## src/sv/grbp_pkg.sv

```systemverilog
`default_nettype none
package grbp_pkg;

  localparam int WORD_BITS   = 32;
  localparam int RUN_BITS    = 10;
  localparam int FILL_W      = $clog2(WORD_BITS + 1);
  localparam int FILLED_W    = $clog2(WORD_BITS);
  localparam int QUEUE_DEPTH = 4;
  localparam int QPTR_W      = $clog2(QUEUE_DEPTH);
  localparam int QCNT_W      = $clog2(QUEUE_DEPTH + 1);

  typedef struct packed {
    logic [RUN_BITS-1:0] run_length;
    logic                bit_val;
    logic                last;
  } region_t;

endpackage
`default_nettype wire

```

## src/sv/grbp_front.sv

```systemverilog
`default_nettype none
module grbp_front (
  input  wire                   clk,
  input  wire                   rst,
  input  wire                   in_valid,
  output logic                  in_stall,
  input  wire  [grbp_pkg::RUN_BITS-1:0] run_length,
  input  wire                   glitch,
  input  wire                   last_region,
  output logic                  push,
  output grbp_pkg::region_t     push_item,
  input  wire                   q_full
);
  import grbp_pkg::*;

  logic    hold_valid;
  region_t hold;
  logic    keep;
  logic    hold_free;

  // zero-length regions that do not end the stream carry no work
  assign keep      = (hold.run_length != '0) || hold.last;
  assign push      = hold_valid && keep && !q_full;
  assign push_item = hold;
  assign in_stall  = hold_valid && keep && q_full;
  assign hold_free = !hold_valid || !keep || !q_full;

  always_ff @(posedge clk) begin
    if (rst) begin
      hold_valid <= 1'b0;
    end else if (hold_free) begin
      hold_valid <= in_valid;
    end
    if (hold_free && in_valid) begin
      hold.run_length <= run_length;
      hold.bit_val    <= !glitch;
      hold.last       <= last_region;
    end
  end

endmodule
`default_nettype wire

```

## src/sv/grbp_fifo.sv

```systemverilog
`default_nettype none
module grbp_fifo (
  input  wire               clk,
  input  wire               rst,
  input  wire               push,
  input  grbp_pkg::region_t push_item,
  output logic              full,
  input  wire               pop,
  output logic              q_valid,
  output grbp_pkg::region_t q_item
);
  import grbp_pkg::*;

  region_t           mem [QUEUE_DEPTH];
  logic [QPTR_W-1:0] wr_ptr;
  logic [QPTR_W-1:0] rd_ptr;
  logic [QCNT_W-1:0] count;
  logic              do_pop;

  assign full    = count == QCNT_W'(QUEUE_DEPTH);
  assign q_valid = count != '0;
  assign q_item  = mem[rd_ptr];
  assign do_pop  = pop && q_valid;

  always_ff @(posedge clk) begin
    if (rst) begin
      wr_ptr <= '0;
      rd_ptr <= '0;
      count  <= '0;
    end else begin
      if (push) begin
        wr_ptr <= wr_ptr + 1'b1;
      end
      if (do_pop) begin
        rd_ptr <= rd_ptr + 1'b1;
      end
      if (push && !do_pop) begin
        count <= count + 1'b1;
      end else if (!push && do_pop) begin
        count <= count - 1'b1;
      end
    end
    if (push) begin
      mem[wr_ptr] <= push_item;
    end
  end

endmodule
`default_nettype wire

```

## src/sv/grbp_back.sv

```systemverilog
`default_nettype none
module grbp_back (
  input  wire                            clk,
  input  wire                            rst,
  input  wire                            q_valid,
  input  grbp_pkg::region_t              q_item,
  output logic                           pop,
  output logic                           out_valid,
  input  wire                            out_stall,
  output logic [grbp_pkg::WORD_BITS-1:0] word,
  output logic                           run_end,
  output logic                           stream_end
);
  import grbp_pkg::*;

  logic                  busy;
  logic [RUN_BITS-1:0]   remaining;
  logic                  bit_val;
  logic                  last_flag;
  logic [WORD_BITS-1:0]  acc;
  logic [FILLED_W-1:0]   filled;

  logic [FILL_W-1:0]     space;
  logic [FILL_W-1:0]     take;
  logic [FILL_W-1:0]     sum;
  logic                  full_word;
  logic [2*WORD_BITS-1:0] wide;
  logic [2*WORD_BITS-1:0] pad_wide;
  logic [WORD_BITS-1:0]  flush_word;
  logic [RUN_BITS-1:0]   rem_after;
  logic                  has_bits;
  logic                  emit;
  logic                  out_free;
  logic                  step;
  logic                  done;

  always_comb begin
    space     = FILL_W'(WORD_BITS) - FILL_W'(filled);
    if (RUN_BITS'(space) > remaining && remaining < RUN_BITS'(WORD_BITS)) begin
      take = FILL_W'(remaining);
    end else begin
      take = space;
    end
    sum       = FILL_W'(filled) + take;
    full_word = sum == FILL_W'(WORD_BITS);
    wide      = {{WORD_BITS{1'b0}}, acc} << take;
    if (bit_val) begin
      wide = wide | ~({(2*WORD_BITS){1'b1}} << take);
    end
    pad_wide   = {{WORD_BITS{1'b0}}, acc} << space;
    flush_word = pad_wide[WORD_BITS-1:0] | ({WORD_BITS{1'b1}} >> filled);
    rem_after  = remaining - RUN_BITS'(take);
    has_bits   = remaining != '0;
    emit       = busy && (has_bits ? full_word : last_flag);
    out_free   = !out_valid || !out_stall;
    step       = busy && (!emit || out_free);
    done       = step && (has_bits ? (rem_after == '0 && !last_flag) : 1'b1);
    pop        = q_valid && (!busy || done);
  end

  always_ff @(posedge clk) begin
    if (rst) begin
      busy      <= 1'b0;
      out_valid <= 1'b0;
      acc       <= '0;
      filled    <= '0;
    end else begin
      if (step && emit) begin
        out_valid <= 1'b1;
      end else if (!out_stall) begin
        out_valid <= 1'b0;
      end
      if (step) begin
        if (has_bits && !full_word) begin
          acc    <= wide[WORD_BITS-1:0];
          filled <= sum[FILLED_W-1:0];
        end else begin
          acc    <= '0;
          filled <= '0;
        end
      end
      if (pop) begin
        busy <= 1'b1;
      end else if (done) begin
        busy <= 1'b0;
      end
    end
    if (pop) begin
      remaining <= q_item.run_length;
      bit_val   <= q_item.bit_val;
      last_flag <= q_item.last;
    end else if (step && has_bits) begin
      remaining <= rem_after;
    end
    if (step && emit) begin
      if (has_bits) begin
        word       <= wide[WORD_BITS-1:0];
        run_end    <= !last_flag && rem_after < RUN_BITS'(WORD_BITS);
        stream_end <= 1'b0;
      end else begin
        word       <= flush_word;
        run_end    <= 1'b1;
        stream_end <= 1'b1;
      end
    end
  end

endmodule
`default_nettype wire

```

## src/sv/glitch_region_bit_packer.sv

```systemverilog
// glitch region bit packer
// input channel: in_valid / in_stall with run_length, glitch, last_region;
// one request is one region of cycles, expanded to one bit per cycle
// (1 normal, 0 glitched), packed first cycle into bit 31
// output channel: out_valid / out_stall with word, run_end, stream_end;
// run_end marks the last word that a non-last request completes, and the
// stream_end word, the padded word after the last region (rest all ones)
// an accepted request passes the queue write, the load and the step into
// the output register before its first word reaches the output, when
// that word completes in the first chunk
// the packer works a region in chunks, one step per chunk, a chunk ending
// at a word boundary or at the end of the region, plus one flush step on a
// last region; a region loads in the same cycle as its predecessor's last
// step, or as soon as it is queued when the packer was idle; at most one
// word leaves per cycle
// a four-entry queue lets new regions come in while the packer works
// reset clears the partial word, the queue, the hold flag and out_valid
// when out_stall is high a valid output word holds and the packer waits
// before its next word; a full queue raises in_stall while a region waits
`default_nettype none
module glitch_region_bit_packer (
  input  wire                            clk,
  input  wire                            rst,
  input  wire                            in_valid,
  output logic                           in_stall,
  input  wire  [grbp_pkg::RUN_BITS-1:0]  run_length,
  input  wire                            glitch,
  input  wire                            last_region,
  output logic                           out_valid,
  input  wire                            out_stall,
  output logic [grbp_pkg::WORD_BITS-1:0] word,
  output logic                           run_end,
  output logic                           stream_end
);
  import grbp_pkg::*;

  logic    push;
  region_t push_item;
  logic    q_full;
  logic    pop;
  logic    q_valid;
  region_t q_item;

  grbp_front u_front (
    .clk         (clk),
    .rst         (rst),
    .in_valid    (in_valid),
    .in_stall    (in_stall),
    .run_length  (run_length),
    .glitch      (glitch),
    .last_region (last_region),
    .push        (push),
    .push_item   (push_item),
    .q_full      (q_full)
  );

  grbp_fifo u_fifo (
    .clk       (clk),
    .rst       (rst),
    .push      (push),
    .push_item (push_item),
    .full      (q_full),
    .pop       (pop),
    .q_valid   (q_valid),
    .q_item    (q_item)
  );

  grbp_back u_back (
    .clk        (clk),
    .rst        (rst),
    .q_valid    (q_valid),
    .q_item     (q_item),
    .pop        (pop),
    .out_valid  (out_valid),
    .out_stall  (out_stall),
    .word       (word),
    .run_end    (run_end),
    .stream_end (stream_end)
  );

  a_no_overflow: assert property (@(posedge clk) disable iff (rst)
    push |-> !q_full)
    else $error("queue written while full");

  a_stream_end_run_end: assert property (@(posedge clk) disable iff (rst)
    out_valid && stream_end |-> run_end)
    else $error("stream end word without run end");

  a_pad_bit: assert property (@(posedge clk) disable iff (rst)
    out_valid && stream_end |-> word[0])
    else $error("final word not padded with ones");

  a_skip_dropped: assert property (@(posedge clk) disable iff (rst)
    push |-> push_item.run_length != '0 || push_item.last)
    else $error("empty region queued");

endmodule
`default_nettype wire
```

## config.mk

```make
export PLATFORM = sky130hd
export DESIGN_NAME = glitch_region_bit_packer
export DESIGN_NICKNAME = d
export VERILOG_FILES = /design/src/sv/grbp_pkg.sv /design/src/sv/grbp_front.sv /design/src/sv/grbp_fifo.sv /design/src/sv/grbp_back.sv /design/src/sv/glitch_region_bit_packer.sv
export SDC_FILE = /design/constraint.sdc
export NUM_CORES = 1
export LEC_CHECK = 0
export BUFFER_PORTS_ARGS = -buffer_cell sky130_fd_sc_hd__buf_2
export CAP_MARGIN = 20
export CORE_MARGIN = 1
export CORE_UTILIZATION = 35
export DETAILED_ROUTE_END_ITERATION = 8
export PLACE_DENSITY = 0.48
export SYNTH_ARGS = -nofsm -noshare
export SYNTH_HDL_FRONTEND = slang
export SYNTH_SLANG_ARGS = --single-unit
```

## constraint.sdc

```tcl
create_clock -name clk -period 13.8 [get_ports clk]
set_input_delay 0 -clock clk [delete_from_list [all_inputs] [get_ports clk]]
set_output_delay 0 -clock clk [all_outputs]
set_load 0.01 [all_outputs]
```

Word level (Yosys, flattened, before mapping)
Memories as Yosys holds them, arrays and structs flattened. A register that Yosys moved wholly into a read port is not among the register bits.
Index checks and enable logic that the tools add are counted.
W data, S select, Z words.
{"block": "word_totals", "register_bits": 105, "latchBits": 0, "ramBits": 48, "rom_bits": 0, "output_inout_bits": 36, "n_memories": 1}
{"name": "u_fifo.mem", "depth": 4, "word_bits": 12, "read_ports": 1, "rd_ports_with_merged_regs": 1, "write_ports": 1, "line_no": "grbp_fifo.sv:14", "text": "region_t mem [QUEUE_DEPTH];"}
{"block": "op_classes", "n_addsub": 7, "n_mul": 0, "n_div": 0, "n_lt_le_gt_ge": 3, "eq_ne": 3, "n_shift": 4, "n_mux": 20, "bitwise_logic": 3, "n_reduce_logical": 42}
{"op": "$mux W32", "count": 3}
{"op": "$or A32 B32 Y32", "count": 2}
{"op": "$shl A32 B6 Y32", "count": 2}
{"op": "$shl A64 B6 Y32 const A", "count": 1}
{"op": "$not A32 Y32", "count": 1}
{"op": "$shr A32 B5 Y32 const A", "count": 1}
{"op": "$lt A10 B6 Y1 const B", "count": 2}
{"op": "$mux W10", "count": 2}
{"op": "$reduce_bool A10 Y1", "count": 2}
{"op": "$logic_and A1 B1 Y1", "count": 17}
{"op": "$logic_not A1 Y1", "count": 12}
{"op": "$gt A6 B10 Y1", "count": 1}
{"op": "$logic_not A10 Y1", "count": 1}
{"op": "$sub A10 B6 Y10", "count": 1}
{"op": "$mux W1", "count": 9}
{"op": "$add A5 B6 Y6", "count": 1}
{"op": "$eq A6 B6 Y1 const B", "count": 1}
{"op": "$logic_or A1 B1 Y1", "count": 6}
{"op": "$mux W3", "count": 2}
{"op": "$mux W6", "count": 1}
{"op": "$reduce_bool A2 Y1", "count": 3}
{"op": "$sub A6 B5 Y6 const A", "count": 1}
{"op": "$mux W5", "count": 1}
{"op": "$add A2 B1 Y2 const B", "count": 2}
{"op": "other kinds (6)", "count": 7}

Depth between registers and ports, before layout
Gate-level depths: netlist of the first run.
{"block": "depth", "word_depth": 18, "depth_mapped": 31, "depth_no_buf": 27}

Cells and area by module
Synthesis of the first run repeated with hierarchy kept, for this count alone.
{"block": "unflattened", "hier_cells": 1197, "area_unflattened_um2": 11393.4}
{"module": "grbp_back", "n_inst": 1, "cells_per_inst": 1068, "area_each_um2": 8752.1}
{"module": "grbp_fifo", "n_inst": 1, "cells_per_inst": 106, "area_each_um2": 2188.3}
{"module": "grbp_front", "n_inst": 1, "cells_per_inst": 23, "area_each_um2": 452.9}

Worst setup path after synthesis of the first run
Ideal clock, no wire load.
{"block": "synth_timing", "path_type": "register to register", "start": "register u_back.filled[3]", "end": "register u_back.run_end (enable)", "setup_ns": 0.437, "t_arrival_ns": 7.031, "required_ns": 13.363, "setup_slack_ns": 6.333, "path_stages_with_launch": 24, "n_path_buf": 7, "period_less_slack_ns": 7.467, "cell_sequence": "dfxtp_1 > clkbuf_1 > nor4_1 > or2_2 > clkbuf_1 > clkinv_1 > buf_1 > ha_1 > and4_4 > o21a_1 > buf_2 > o31ai_4 > mux2_1 > buf_2 > buf_2 > buf_2 > ha_1 > a21o_1 > a21o_1 > or3b_2 > a2111o_1 > a21oi_1 > o21ai_0 > a21oi_1"}
{"block": "synth_via", "elab_chain_len": 12}
{"item": "from (decl)", "line_no": "grbp_back.sv:21", "text": "logic [FILLED_W-1:0] filled;"}
{"item": "from (signal assigned)", "line_no": "grbp_back.sv:76", "text": "filled <= sum[FILLED_W-1:0];"}
{"item": "$sub A6 B5 Y6", "line_no": "grbp_back.sv:38", "text": "space = FILL_W'(WORD_BITS) - FILL_W'(filled);"}
{"item": "$gt A6 B10 Y1", "line_no": "grbp_back.sv:39", "text": "if (RUN_BITS'(space) > remaining && remaining < RUN_BITS'(WORD_BITS)) begin"}
{"item": "$logic_and A1 B1 Y1", "line_no": "grbp_back.sv:39"}
{"item": "$mux W6", "line_no": "grbp_back.sv:39"}
{"item": "$add A5 B6 Y6 *", "line_no": "grbp_back.sv:44", "text": "sum = FILL_W'(filled) + take;"}
{"item": "$eq A6 B6 Y1 *", "line_no": "grbp_back.sv:45", "text": "full_word = sum == FILL_W'(WORD_BITS);"}
{"item": "$mux W1 *", "line_no": "grbp_back.sv:54", "text": "emit = busy && (has_bits ? full_word : last_flag);"}
{"item": "$logic_and A1 B1 Y1 *", "line_no": "grbp_back.sv:54"}
{"item": "$logic_not A1 Y1", "line_no": "grbp_back.sv:56", "text": "step = busy && (!emit || out_free);"}
{"item": "$logic_or A1 B1 Y1", "line_no": "grbp_back.sv:56"}
{"item": "$logic_and A1 B1 Y1", "line_no": "grbp_back.sv:56"}
{"item": "$logic_and A1 B1 Y1 *", "line_no": "grbp_back.sv:95", "text": "if (step && emit) begin"}
{"item": "to (signal assigned)", "line_no": "grbp_back.sv:98", "text": "run_end <= !last_flag && rem_after < RUN_BITS'(WORD_BITS);"}
{"item": "to (decl)", "line_no": "grbp_back.sv:11", "text": "output logic run_end,"}
Every way passes the cells marked *; elsewhere a longest branch is shown, timed or not.
A chain may end at the register's enable or synchronous reset.

Worst setup path in the final report of the first run
{"block": "layout_timing", "start": "register u_back.filled[3]", "end": "register u_fifo.count[2]"}
{"block": "layout_via", "elab_chain_len": 18, "elab_cells_between_ends": 24}
{"item": "$sub A6 B5 Y6", "line_no": "grbp_back.sv:38"}
{"item": "$gt A6 B10 Y1", "line_no": "grbp_back.sv:39"}
{"item": "$logic_and A1 B1 Y1", "line_no": "grbp_back.sv:39"}
{"item": "$mux W6", "line_no": "grbp_back.sv:39"}
{"item": "$add A5 B6 Y6", "line_no": "grbp_back.sv:44"}
{"item": "$eq A6 B6 Y1", "line_no": "grbp_back.sv:45"}
{"item": "$mux W1", "line_no": "grbp_back.sv:54"}
{"item": "$logic_and A1 B1 Y1", "line_no": "grbp_back.sv:54"}
{"item": "[3 not listed]"}
{"item": "$logic_and A1 B1 Y1 *", "line_no": "grbp_back.sv:57", "text": "done = step && (has_bits ? (rem_after == '0 && !last_flag) : 1'b1);"}
{"item": "$logic_or A1 B1 Y1 *", "line_no": "grbp_back.sv:58", "text": "pop = q_valid && (!busy || done);"}
{"item": "$logic_and A1 B1 Y1 *", "line_no": "grbp_back.sv:58"}
{"item": "via pop", "line_no": "glitch_region_bit_packer.sv:40", "text": "logic pop;"}
{"item": "$logic_and A1 B1 Y1 *", "line_no": "grbp_fifo.sv:23", "text": "assign do_pop = pop && q_valid;"}
{"item": "$logic_not A1 Y1", "line_no": "grbp_fifo.sv:37", "text": "if (push && !do_pop) begin"}
{"item": "$logic_and A1 B1 Y1", "line_no": "grbp_fifo.sv:37"}
{"item": "$mux W3 / $reduce_bool A2 Y1 (equally long branches)"}
{"item": "to (signal assigned)", "line_no": "grbp_fifo.sv:38", "text": "count <= count + 1'b1;"}
{"item": "to (signal assigned)", "line_no": "grbp_fifo.sv:40", "text": "count <= count - 1'b1;"}
{"item": "to (decl)", "line_no": "grbp_fifo.sv:17", "text": "logic [QCNT_W-1:0] count;"}
The timed path passes the listed nets; every way through them passes the cells marked *.

==> results.py, run 1 <==
metrics = {
    "sta": {
        "final_max_slew_viol_count": 0,
        "rsz0062_at_grt": "false",
        "final_hold_violations": 0,
        "fmax_ghz": 0.110,
        "layout_worst_path_cycle_share_pct": 65.8,
        "slew_headroom_pct": 34.1,
        "max_slew.worst_pin.slew_ns": 0.963,
        "finalHoldWorstSlack_ns": 0.258,
        "finalClockSkew_ns": 0.0175,
        "finalCriticalPeriod_ns": 9.09,
        "final-setup-viol-count": 0,
        "tns_ns": 0,
    },
    "worst_setup_path": {
        "timing.critical_path.fanout_max": 41,
        "rr_startpoint": "u_back.filled[3]",
        "reg2reg_setup_slack_ns": 4.71,
        "worst_setup_path_start_kind": "flop",
        "critical_path.endpoint_type": "flop",
        "required_ns": 14.19,
        "crit-reg2reg-capture": "u_fifo.count[2]",
        "critical_path_class": "reg2reg",
        "worst_ep_arrival_time_ns": 9.47,
        "worst-r2r-cell-count": 24,
    },
    "layout": {
        "fraction_of_layout_cells_with_a_size_suffix_above_1_pct": 16.9,
        "stdcell_area_um2": 12800,
        "nets": 1293,
        "synthToLayoutAreaGrowth_pct": 11.6,
        "multiInputGateArea_um2": 6770,
        "n_antenna_cell": 0,
        "fin_util_pct": 40.1,
        "layout.filler_cells": 3247,
        "ff_latch_area_um2": 4170,
    },
    "power_and_ir_drop": {
        "power-per-cell-area_nw_per_um2": 155,
        "total_power_mw": 1.99,
        "switching_share_pct": 40.6,
        "clockPowerShare_pct": 24.4,
        "seq_power_share_pct": 36.7,
        "power_leakage_nw": 4.52,
        "ir_drop_v": 0.0000928,
        "p_comb_share_pct": 38.9,
        "cellInternalPower_mw": 1.18,
        "p_sw_uw": 809,
    },
    "route": {
        "finalWirelength_mm": 41.6,
        "num_vias": 10527,
        "antenna_left": 0,
        "detail_route.first_pass.iterations": 8,
        "drt-initial-drc-count": 1177,
        "post_drt_via_cell_ratio": 6.20,
        "drc_errors": 0,
        "avgRoutedWirePerCell_um": 24.5,
    },
    "logic_synthesis": {
        "synth.lib_cells_used.distinct": 103,
        "yosys-top-cells-area": "edfxtp_1 28%, dfxtp_1 8.6%, mux4_2 8.2%",
        "synth_top_area_share_pct": 27.8,
        "ys.flop_type": "edfxtp_1",
        "mapped_cells": 1242,
        "ys_seq_area_share_pct": 36.3,
        "synth-edff-count": 106,
        "synth-seq-cells": 155,
        "average_instance_area_after_synthesis_um2": 9.23,
        "proportion_of_synthesized_flip_flops_having_asynchronous_set_or_reset_pct": 0,
        "synth_warnings": 0,
        "synth_largest_area_cell": "edfxtp_1",
        "synth_nets": 1284,
        "post_synth_instance_area_um2": 11500,
    },
    "floorplanning": {
        "fp.dieArea_um2": 33500,
        "fp.coreArea_um2": 31900,
        "die_y_um": 183,
        "fp-row-count": 65,
        "floorplan.io_pins": 52,
        "fp.dieW_um": 183,
        "initial_utilization_pct": 36.0,
    },
    "clock_tree": {
        "tritoncts.num_buffers": 17,
        "max-clock-path-buffers": 2,
        "cts-htree-levels": 4,
        "clk_pin_slew_worst_paths_ns": 0.07,
        "cts_resized": 0,
        "cts.root.buffer_cell": "clkbuf_16",
        "cts_tree": "built",
        "worst_skew_pair.late_latency_ns": 0.46,
        "numClockSinks": 155,
    },
    "worst_hold_path": {
        "holdPathEnd": "u_front.push_item[0]",
        "holdPathStages": 2,
        "hold_wc_startpoint": "last_region",
        "worst_hold_path_type": "in2reg",
    },
    "placed_design": {
        "place.port_buffers": 51,
        "detailed_place_hpwl_mm": 30.7,
        "place_congestion": 0.959,
        "post_dp_cell_area_um2": 12000,
    },
    "global_route": {
        "grt_overflow_total": 0,
        "grt_max_degree": 44,
        "global_route_wire_length_before_repair_mm": 62.4,
        "first_global_vias": 9815,
        "track_usage_pct": 25.2,
        "grt_antenna_before_repair": 2,
    },
    "job": {
        "max-cap-violations": 0,
    },
    "outcome": {
        "run_status": "completed",
    },
}
-- power by group through the flow --
stage                     combinational, mW  clock, mW  sequential (mW)
after floorplan                       0.495          0            0.719
after global placement                0.748          0            0.740
after detailed placement              0.743          0            0.741
after CTS                             0.749      0.497            0.732
after global routing                  0.839      0.515            0.746
final                                 0.774      0.485            0.731
-- final cells by class --
type	count	area share [%]
multi-input cells	959	52.9
flip-flops and latches	155	32.5
repair buffers	84	4.48
well taps	435	4.25
clock buffers	17	3.32
clock inverters	15	1.50
inverters	34	1.03
-- layout by cell type, fill, tap and decap left out, drive strengths merged, types with 20 or more instances in the layout --
cell type	n
o21ai	98
a211oi	20
nand3	101
mux2i	26
mux4	42
ha	23
inv	40
edfxtp	106
nand2	133
buf	69
and2	20
dfxtp	49
nor3	24
a31oi	20
mux2	20
nor2	87
a21oi	108
-- flip-flops by register name (all words and copies together), names as in the netlist, named ones only --
signal,flops
u_back.filled,5
u_back.out_valid,1
u_fifo.count,3
u_back.word,32
u_fifo.rd_ptr,2
u_back.busy,1
u_back.remaining,10
u_back.acc,32
u_front.hold_valid,1
u_back.bit_val,1
u_fifo.wr_ptr,2
u_fifo.mem,48
u_back.run_end,1
u_front.push_item,12
u_back.last_flag,1
u_back.stream_end,1
-- how the worst max path moves through the flow --
stage | start | end | depth (start not counted)
after floorplan | u_back.filled[3] | u_back.run_end | 23
after global placement | u_back.filled[3] | u_fifo.count[2] | 24
after detailed placement | u_back.filled[3] | u_fifo.count[2] | 24
after CTS | u_back.filled[3] | u_fifo.count[2] | 24
after global routing | u_back.filled[3] | u_fifo.count[2] | 24
final | u_back.filled[3] | u_fifo.count[2] | 24
-- metrics by stage --
stage                     std cells  setup slack, ns
after floorplan                1242             6.33
after global placement         1650             5.04
after detailed placement       1650             4.87
after CTS                      1697             4.86
after global routing           1699             4.13
final                          1699             4.71
-- synth_stat cells, types with 10 or more instances --
master and count:
o211ai_1 13, a22oi_1 12, o21ai_1 21, edfxtp_1 106, mux2i_1 25, nor3_1 24
a21oi_1 108, nor2_1 83, o31ai_1 16, nand2_1 131, buf_1 11, o21ai_0 77
a2111oi_0 10, dfxtp_1 49, and2_1 19, and3_1 16, a31oi_1 20, clkbuf_1 54
mux4_2 42, nand3_1 101, a211oi_1 19, mux2_2 12, buf_2 19, inv_1 26
ha_1 23
-- repair_timing --
| action | CTS | global route |
|---|---|---|
| hold buffers | 15 | 0 |
| buffers inserted | 0 | 0 |
| hold endpoints to repair | 22 | 0 |
-- cells by family after synthesis --
kind of cell	synth area share, %
simple gates	18.6
compound gates	23.1
fa+ha+maj	3.12
buf+inv	4.85
xor+xnor	1.33
flops	36.3
mux	12.7
-- per-layer routing --
layer | vias up | routed length (um) | GRT usage [%] | part of all wire, %
li1 | 4792 | - | - | -
met1 | 5191 | 18700 | 35.6 | 45
met2 | 474 | 18300 | 37.4 | 44
met3 | 68 | 3480 | 6.25 | 8.4
met4 | 2 | 1070 | 8.50 | 2.6
met5 | - | 13 | 0 | 0.031
-- critical path: stages (launching register included) --
cell and delay [ns]:
dfxtp_1 0.87, o31a_1 0.27, or2_2 0.57, clkinv_1 0.87, ha_1 0.60, and4_4 0.23
o21a_1 0.25, o31ai_4 0.83, mux2_1 0.29, clkinv_2 0.54, ha_1 0.54, nor2b_1 0.19
o21ai_0 0.12, and2_1 0.21, o311ai_1 0.32, and2_0 0.32, and4_1 0.30, o2111ai_4 0.20
nand2_4 0.18, inv_4 0.08, ha_1 0.22, fa_1 0.38, xnor2_1 0.14, or3_1 0.31
a21oi_1 0.15
No activity file was read; power rests on OpenSTA's default activity.
==> run 2: changes to the inputs <==
clock period = 9.54 ns   (was 13.8 ns; I/O delays follow)
==> run 2 against run 1 <==
  * Hold slack worse by 0.17 ns
  * Register-to-register slack lost 3.3 ns
  * Combinational power up 43%
  * Critical path depth grew 1
  * Sequential cell count unchanged
  * Critical endpoint unchanged
  * Clock power increased by 38%
  * Power grew 43%
==> results.py, run 2 (same netlist as run 1, synthesis figures left out) <==
metrics = {
    "outcome": {
        "run_status": "completed",
    },
    "sta": {
        "finalClockSkew_ns": 0.0111,
        "rsz0062_at_grt": "false",
        "fmax_ghz": 0.123,
        "final-setup-viol-count": 0,
        "layout_worst_path_cycle_share_pct": 85.0,
        "post-route-worst-setup-slack_ns": 1.43,
        "final_max_slew_viol_count": 0,
        "max_slew.worst_pin.slew_ns": 1.25,
        "finalCriticalPeriod_ns": 8.11,
        "slew_headroom_pct": 16.6,
        "tns_ns": 0,
        "final_hold_violations": 0,
    },
    "layout": {
        "layout.filler_cells": 3209,
        "register_ranked_first_by_flip_flop_count": "u_fifo.mem",
        "mostFrequentLayoutCells": "131 x nand2_1, 107 x a21oi_1, 106 x edfxtp_1, 101 x nand3_1, 83 x nor2_1",
        "fraction_of_layout_cells_with_a_size_suffix_above_1_pct": 16.9,
        "synthToLayoutAreaGrowth_pct": 11.0,
        "ff_latch_area_um2": 4170,
        "layout.cells.most_common": "nand2_1",
        "nets": 1293,
        "n_antenna_cell": 0,
        "reg_top3": "u_fifo.mem x48, u_back.acc x32, u_back.word x32",
        "flip_flop_count_of_the_largest_register_all_copies_and_words_added": 48,
        "multiInputGateArea_um2": 6760,
        "fin_cells": 1699,
    },
    "clock_tree": {
        "cts-htree-levels": 4,
        "cts_resized": 0,
        "cts.root.buffer_cell": "clkbuf_16",
        "max-clock-path-buffers": 2,
        "worst_skew_pair.late_latency_ns": 0.45,
        "cts_tree": "built",
        "tritoncts.num_buffers": 17,
        "numClockSinks": 155,
        "clk_pin_slew_worst_paths_ns": 0.07,
        "cts_post_setup_buffers_inserted": 0,
    },
    "worst_setup_path": {
        "critical_path.endpoint_type": "flop",
        "critical_path_class": "reg2reg",
        "crit-reg2reg-capture": "u_fifo.count[2]",
        "reg2reg_setup_slack_ns": 1.43,
        "timing.critical_path.fanout_max": 43,
        "required_ns": 9.92,
        "rr_startpoint": "u_back.filled[3]",
        "worst_ep_arrival_time_ns": 8.48,
        "worst-r2r-cell-count": 25,
        "worst_setup_path_start_kind": "flop",
    },
    "floorplanning": {
        "fp.dieArea_um2": 33500,
        "fp.dieW_um": 183,
        "die_y_um": 183,
        "floorplan.io_pins": 52,
        "fp.coreArea_um2": 31900,
        "fp-row-count": 65,
        "initial_utilization_pct": 36.0,
    },
    "route": {
        "antenna_left": 0,
        "drt-initial-drc-count": 1347,
        "avgRoutedWirePerCell_um": 24.6,
        "drc_errors": 0,
        "num_vias": 10536,
        "finalWirelength_mm": 41.9,
        "post_drt_via_cell_ratio": 6.20,
        "detail_route.first_pass.iterations": 6,
    },
    "power_and_ir_drop": {
        "power_leakage_nw": 4.50,
        "ir_drop_v": 0.000131,
        "total_power_mw": 2.84,
        "power-per-cell-area_nw_per_um2": 223,
    },
    "placed_design": {
        "place_congestion": 0.922,
        "post-place-cells": 1652,
        "place.port_buffers": 51,
        "place_worst_setup_slack_ns": 1.48,
        "detailed_place_hpwl_mm": 30.8,
    },
    "worst_hold_path": {
        "holdPathEnd": "u_fifo.count[0]",
        "worst_hold_path_type": "in2reg",
        "holdPathStages": 3,
        "hold_wc_startpoint": "rst",
    },
    "global_route": {
        "first_global_vias": 9780,
        "track_usage_pct": 25.5,
        "grt_max_degree": 44,
        "grt_overflow_total": 0,
        "grt_antenna_before_repair": 0,
        "global_route_wire_length_before_repair_mm": 63.3,
    },
    "job": {
        "max-cap-violations": 0,
    },
}
==> run 2: changes by cell type in the layout (fill, tap and decap cells not counted), sizes merged <==
cell	before	now
clkinvlp	1	0
buf	69	70
dlygate4sd3	15	14
inv	40	41
clkbuf	17	18
bufinv	1	0
==> run 2: cell type report <==
type / instances / area share [%]
Clock buffer: 18 / 3.37
Timing Repair Buffer: 84 / 4.32
Sequential cell: 155 / 32.7
Inverter: 34 / 1.03
Multi-Input combinational cell: 959 / 53.1
Clock inverter: 14 / 1.15
Tap cell: 435 / 4.28
==> run 2: worst max-delay path: stages, from the launching register on <==
cell and delay, ns:
dfxtp_1 0.89, o31a_1 0.26, or2_2 0.53, clkinv_1 0.20
ha_1 0.33, and4_4 0.23, o21a_1 0.23, o31a_2 0.45
nor2_8 0.55, inv_2 0.50, ha_1 0.37, fa_1 0.44
a21o_1 0.17, a21oi_1 0.24, mux2i_1 0.29, a221o_1 0.16
and2_1 0.20, o221a_2 0.25, o2111ai_4 0.20, nand2_4 0.18
inv_4 0.08, ha_1 0.22, fa_1 0.39, xnor2_1 0.14
or3_1 0.30, a21oi_1 0.14
==> run 2: worst max-delay path by stage <==
stage,startpoint,to,slack (ns),cells after the start
detailed placement,u_back.filled[3],u_fifo.count[2],1.48,25
global placement,u_back.filled[3],u_fifo.count[2],1.61,25
CTS,u_back.filled[3],u_fifo.count[2],1.49,25
floorplan,u_back.filled[3],u_back.run_end,2.07,23
finish,u_back.filled[3],u_fifo.count[2],1.43,25
global route,u_back.filled[3],u_fifo.count[2],0.87,24
==> run 2: per-stage QoR <==
step	hold slack [ns]	instance area [um^2]	util (%)
2_1_floorplan	0.0989	11500	-
3_3_place_gp	0.177	12000	37.6
3_5_place_dp	0.178	12000	37.6
4_1_cts	0.0818	12700	39.9
5_1_grt	0.111	12700	39.9
6_report	0.0915	12700	39.9
==> run 2: metal layers <==
| metal | vias up | global-route usage, % | share of wire [%] |
|---|---|---|---|
| li1 | 4785 | - | - |
| met1 | 5208 | 36.9 | 47 |
| met4 | 0 | 9.27 | 2.8 |
| met3 | 65 | 5.50 | 7.4 |
| met2 | 478 | 37.0 | 43 |
| met5 | - | 0 | 0 |
==> run 2: power breakdown <==
group	total, mW	leakage (nW)	internal, mW	switching [mW]
Combinational	1.11	2.83	0.410	0.699
Clock	0.667	0.285	0.349	0.318
Sequential	1.06	1.39	0.915	0.145
Total	2.84	4.50	1.67	1.16
==> run 2: what timing repair did <==
| action | in CTS | in global routing |
|---|---|---|
| endpoints found under the hold margin | 14 | 0 |
| hold buffers | 14 | 0 |
| setup endpoints to repair | 0 | 0 |
==> run 3: changes to the inputs <==
ABC_AREA = 1   (was unset)
clock period = 8.2 ns   (was 9.54 ns; I/O delays follow)
==> run 3 against run 2 <==
  * Hold slack gained 0.063 ns
  * Die area shrank 7.1%
  * Sequential share of layout area grew 2.3 points
  * Sequential cell count is the same
  * Power grew 40%
  * Clock-buffer cell count is the same
  * Clock skew grew 0.0053 ns
==> results.py, run 3 <==
metrics = {
    "outcome": {
        "run_status": "completed",
    },
    "floorplanning": {
        "fp.dieW_um": 176,
        "fp-row-count": 63,
        "die_y_um": 176,
        "fp.dieArea_um2": 31100,
        "fp.coreArea_um2": 29800,
        "floorplan.io_pins": 52,
        "initial_utilization_pct": 35.7,
    },
    "sta": {
        "finalCriticalPeriod_ns": 6.52,
        "rsz0062_at_grt": "false",
        "fmax_ghz": 0.153,
        "final_hold_violations": 0,
        "post-route-worst-setup-slack_ns": 1.68,
        "tns_ns": 0,
        "max_slew.worst_pin.slew_ns": 0.924,
        "final-setup-viol-count": 0,
        "slew_headroom_pct": 38.3,
        "final_max_slew_viol_count": 0,
        "finalClockSkew_ns": 0.0164,
        "layout_worst_path_cycle_share_pct": 79.5,
    },
    "global_route": {
        "grt_antenna_before_repair": 0,
        "global_route_wire_length_before_repair_mm": 55.8,
        "grt_max_degree": 58,
        "first_global_vias": 9287,
        "grt_overflow_total": 0,
        "track_usage_pct": 24.0,
    },
    "logic_synthesis": {
        "synth-seq-cells": 155,
        "ys_seq_area_share_pct": 39.1,
        "average_instance_area_after_synthesis_um2": 7.27,
        "proportion_of_synthesized_flip_flops_having_asynchronous_set_or_reset_pct": 0,
        "synth_nets": 1506,
        "ys.flop_type": "edfxtp_1",
        "synth_warnings": 0,
        "post-synth-top-count-cell": "nand2_1",
        "yosys-top-cells-area": "edfxtp_1 30%, nand2_1 16%, dfxtp_1 9.2%",
        "synth_largest_area_cell": "edfxtp_1",
        "post_synth_instance_area_um2": 10700,
        "synth_top_area_share_pct": 29.9,
        "synth.lib_cells_used.distinct": 61,
        "ys_top_cells_by_count": "459 x nand2_1, 162 x o21ai_0, 117 x inv_1",
        "mapped_cells": 1464,
        "synth-edff-count": 106,
    },
    "clock_tree": {
        "numClockSinks": 155,
        "max-clock-path-buffers": 2,
        "cts_tree": "built",
        "cts-htree-levels": 4,
        "tritoncts.num_buffers": 17,
        "cts_post_setup_buffers_inserted": 0,
        "clk_pin_slew_worst_paths_ns": 0.07,
        "worst_skew_pair.late_latency_ns": 0.45,
        "cts.root.buffer_cell": "clkbuf_16",
    },
    "placed_design": {
        "detailed_place_hpwl_mm": 27.3,
        "place.port_buffers": 51,
        "place_congestion": 0.950,
        "place_worst_setup_slack_ns": 1.75,
    },
    "worst_hold_path": {
        "worst_hold_path_type": "in2reg",
    },
    "layout": {
        "nets": 1523,
        "n_antenna_cell": 0,
        "flip_flop_count_of_the_largest_register_all_copies_and_words_added": 48,
        "reg_top3": "u_fifo.mem x48, u_back.acc x32, u_back.word x32",
        "mostFrequentLayoutCells": "459 x nand2_1, 162 x o21ai_0, 117 x inv_1, 106 x edfxtp_1, 83 x nor2_1",
        "register_ranked_first_by_flip_flop_count": "u_fifo.mem",
        "fraction_of_layout_cells_with_a_size_suffix_above_1_pct": 11.7,
        "multiInputGateArea_um2": 5580,
        "layout.filler_cells": 3183,
        "synthToLayoutAreaGrowth_pct": 11.7,
        "layout.cells.most_common": "nand2_1",
        "ff_latch_area_um2": 4170,
    },
    "route": {
        "antenna_left": 0,
        "detail_route.first_pass.iterations": 5,
        "drt-initial-drc-count": 949,
        "num_vias": 10066,
        "drc_errors": 0,
        "avgRoutedWirePerCell_um": 19.4,
        "post_drt_via_cell_ratio": 5.34,
        "finalWirelength_mm": 36.5,
    },
    "power_and_ir_drop": {
        "cellInternalPower_mw": 2.15,
        "p_comb_share_pct": 48.1,
        "power-per-cell-area_nw_per_um2": 335,
        "power_leakage_nw": 4.72,
        "clockPowerShare_pct": 20.7,
        "p_sw_mw": 1.83,
        "seq_power_share_pct": 31.2,
        "switching_share_pct": 46.0,
        "total_power_mw": 3.98,
        "ir_drop_v": 0.000285,
    },
    "worst_setup_path": {
        "reg2reg_setup_slack_ns": 1.68,
        "required_ns": 8.54,
        "worst_path_most_repeated_cell": "nand2_1",
        "critical_path.endpoint_type": "flop",
        "cpPeakStageDelay_ns": 0.53,
        "timing.critical_path.fanout_max": 39,
        "worst_setup_path_start_kind": "flop",
        "worst_ep_arrival_time_ns": 6.86,
        "critical_path_class": "reg2reg",
        "critical-path-slowest-cell": "dfxtp_1",
    },
    "job": {
        "max-cap-violations": 0,
    },
}
run 3: cell families (layout without fill, tap and decap cells):
| group | Yosys count | after routing | synth area share (%) |
|---|---|---|---|
| multiplexers | 18 | 18 | 1.69 |
| AO/OA/AOI/OAI | 386 | 386 | 21.2 |
| buffers and inverters | 221 | 251 | 8.65 |
| AND/OR/NAND/NOR | 653 | 653 | 25.6 |
| XOR/XNOR | 5 | 5 | 0.482 |
| adder cells (fa/ha/maj) | 26 | 26 | 3.27 |
| flip-flops | 155 | 155 | 39.1 |
run 3: final cells by class:
cell class	instances	share of cell area (%)
Inverter	136	4.29
Tap cell	390	4.10
Clock inverter	14	1.48
Clock buffer	18	3.61
Sequential cell	155	35.0
Multi-Input combinational cell	1088	46.9
Timing Repair Buffer	83	4.57
run 3: timing repair:
| item | 4_1_cts | 5_1_grt |
|---|---|---|
| endpoints found under the hold margin | 14 | 0 |
| resized for setup | 0 | 0 |
| hold buffers | 14 | 0 |
run 3: final timing paths:
kind	from	endpoint	depth (start not counted)
min	rst	u_back.out_valid	3
min reg2reg	u_back.acc[4]	u_back.acc[4]	2
max	u_back.filled[2]	u_fifo.count[2]	33
max reg2reg	u_back.filled[2]	u_fifo.count[2]	33
run 3: per-layer routing:
metal	global-route usage (%)	vias to the layer above	routed length, um
li1	-	4975	-
met1	31.3	4752	16200
met2	40.3	295	17600
met3	3.47	44	1660
met4	8.76	0	1110
met5	0	-	0
run 3: per-stage QoR:
step | utilization (%) | instance area, um^2 | instances | hold slack, ns
after global placement | 37.3 | 11100 | 1837 | 0.178
after floorplan | - | 10700 | 1464 | 0.0989
after global routing | 39.9 | 11900 | 1884 | 0.187
after CTS | 39.8 | 11900 | 1883 | 0.137
final | 39.9 | 11900 | 1884 | 0.155
after detailed placement | 37.3 | 11100 | 1837 | 0.178
run 3: critical path: cells and delay by family, from the launching register on:
kind | cells | cell delay, ns
AOI/OAI and AO/OA | 8 | 1.32
DFF | 1 | 0.53
buffers and inverters | 4 | 1.21
adders and majority gates | 4 | 1.23
xor gates and xnor gates | 1 | 0.16
and+or+nand+nor | 16 | 1.91
run 3: power by group through the flow:
stage / clock [mW] / sequential (mW) / combinational, mW
2_1_floorplan: 0 / 1.28 / 1.21
3_3_place_gp: 0 / 1.26 / 1.90
6_report: 0.822 / 1.24 / 1.92
5_1_grt: 0.870 / 1.26 / 2.11
3_5_place_dp: 0 / 1.26 / 1.88
4_1_cts: 0.842 / 1.24 / 1.90
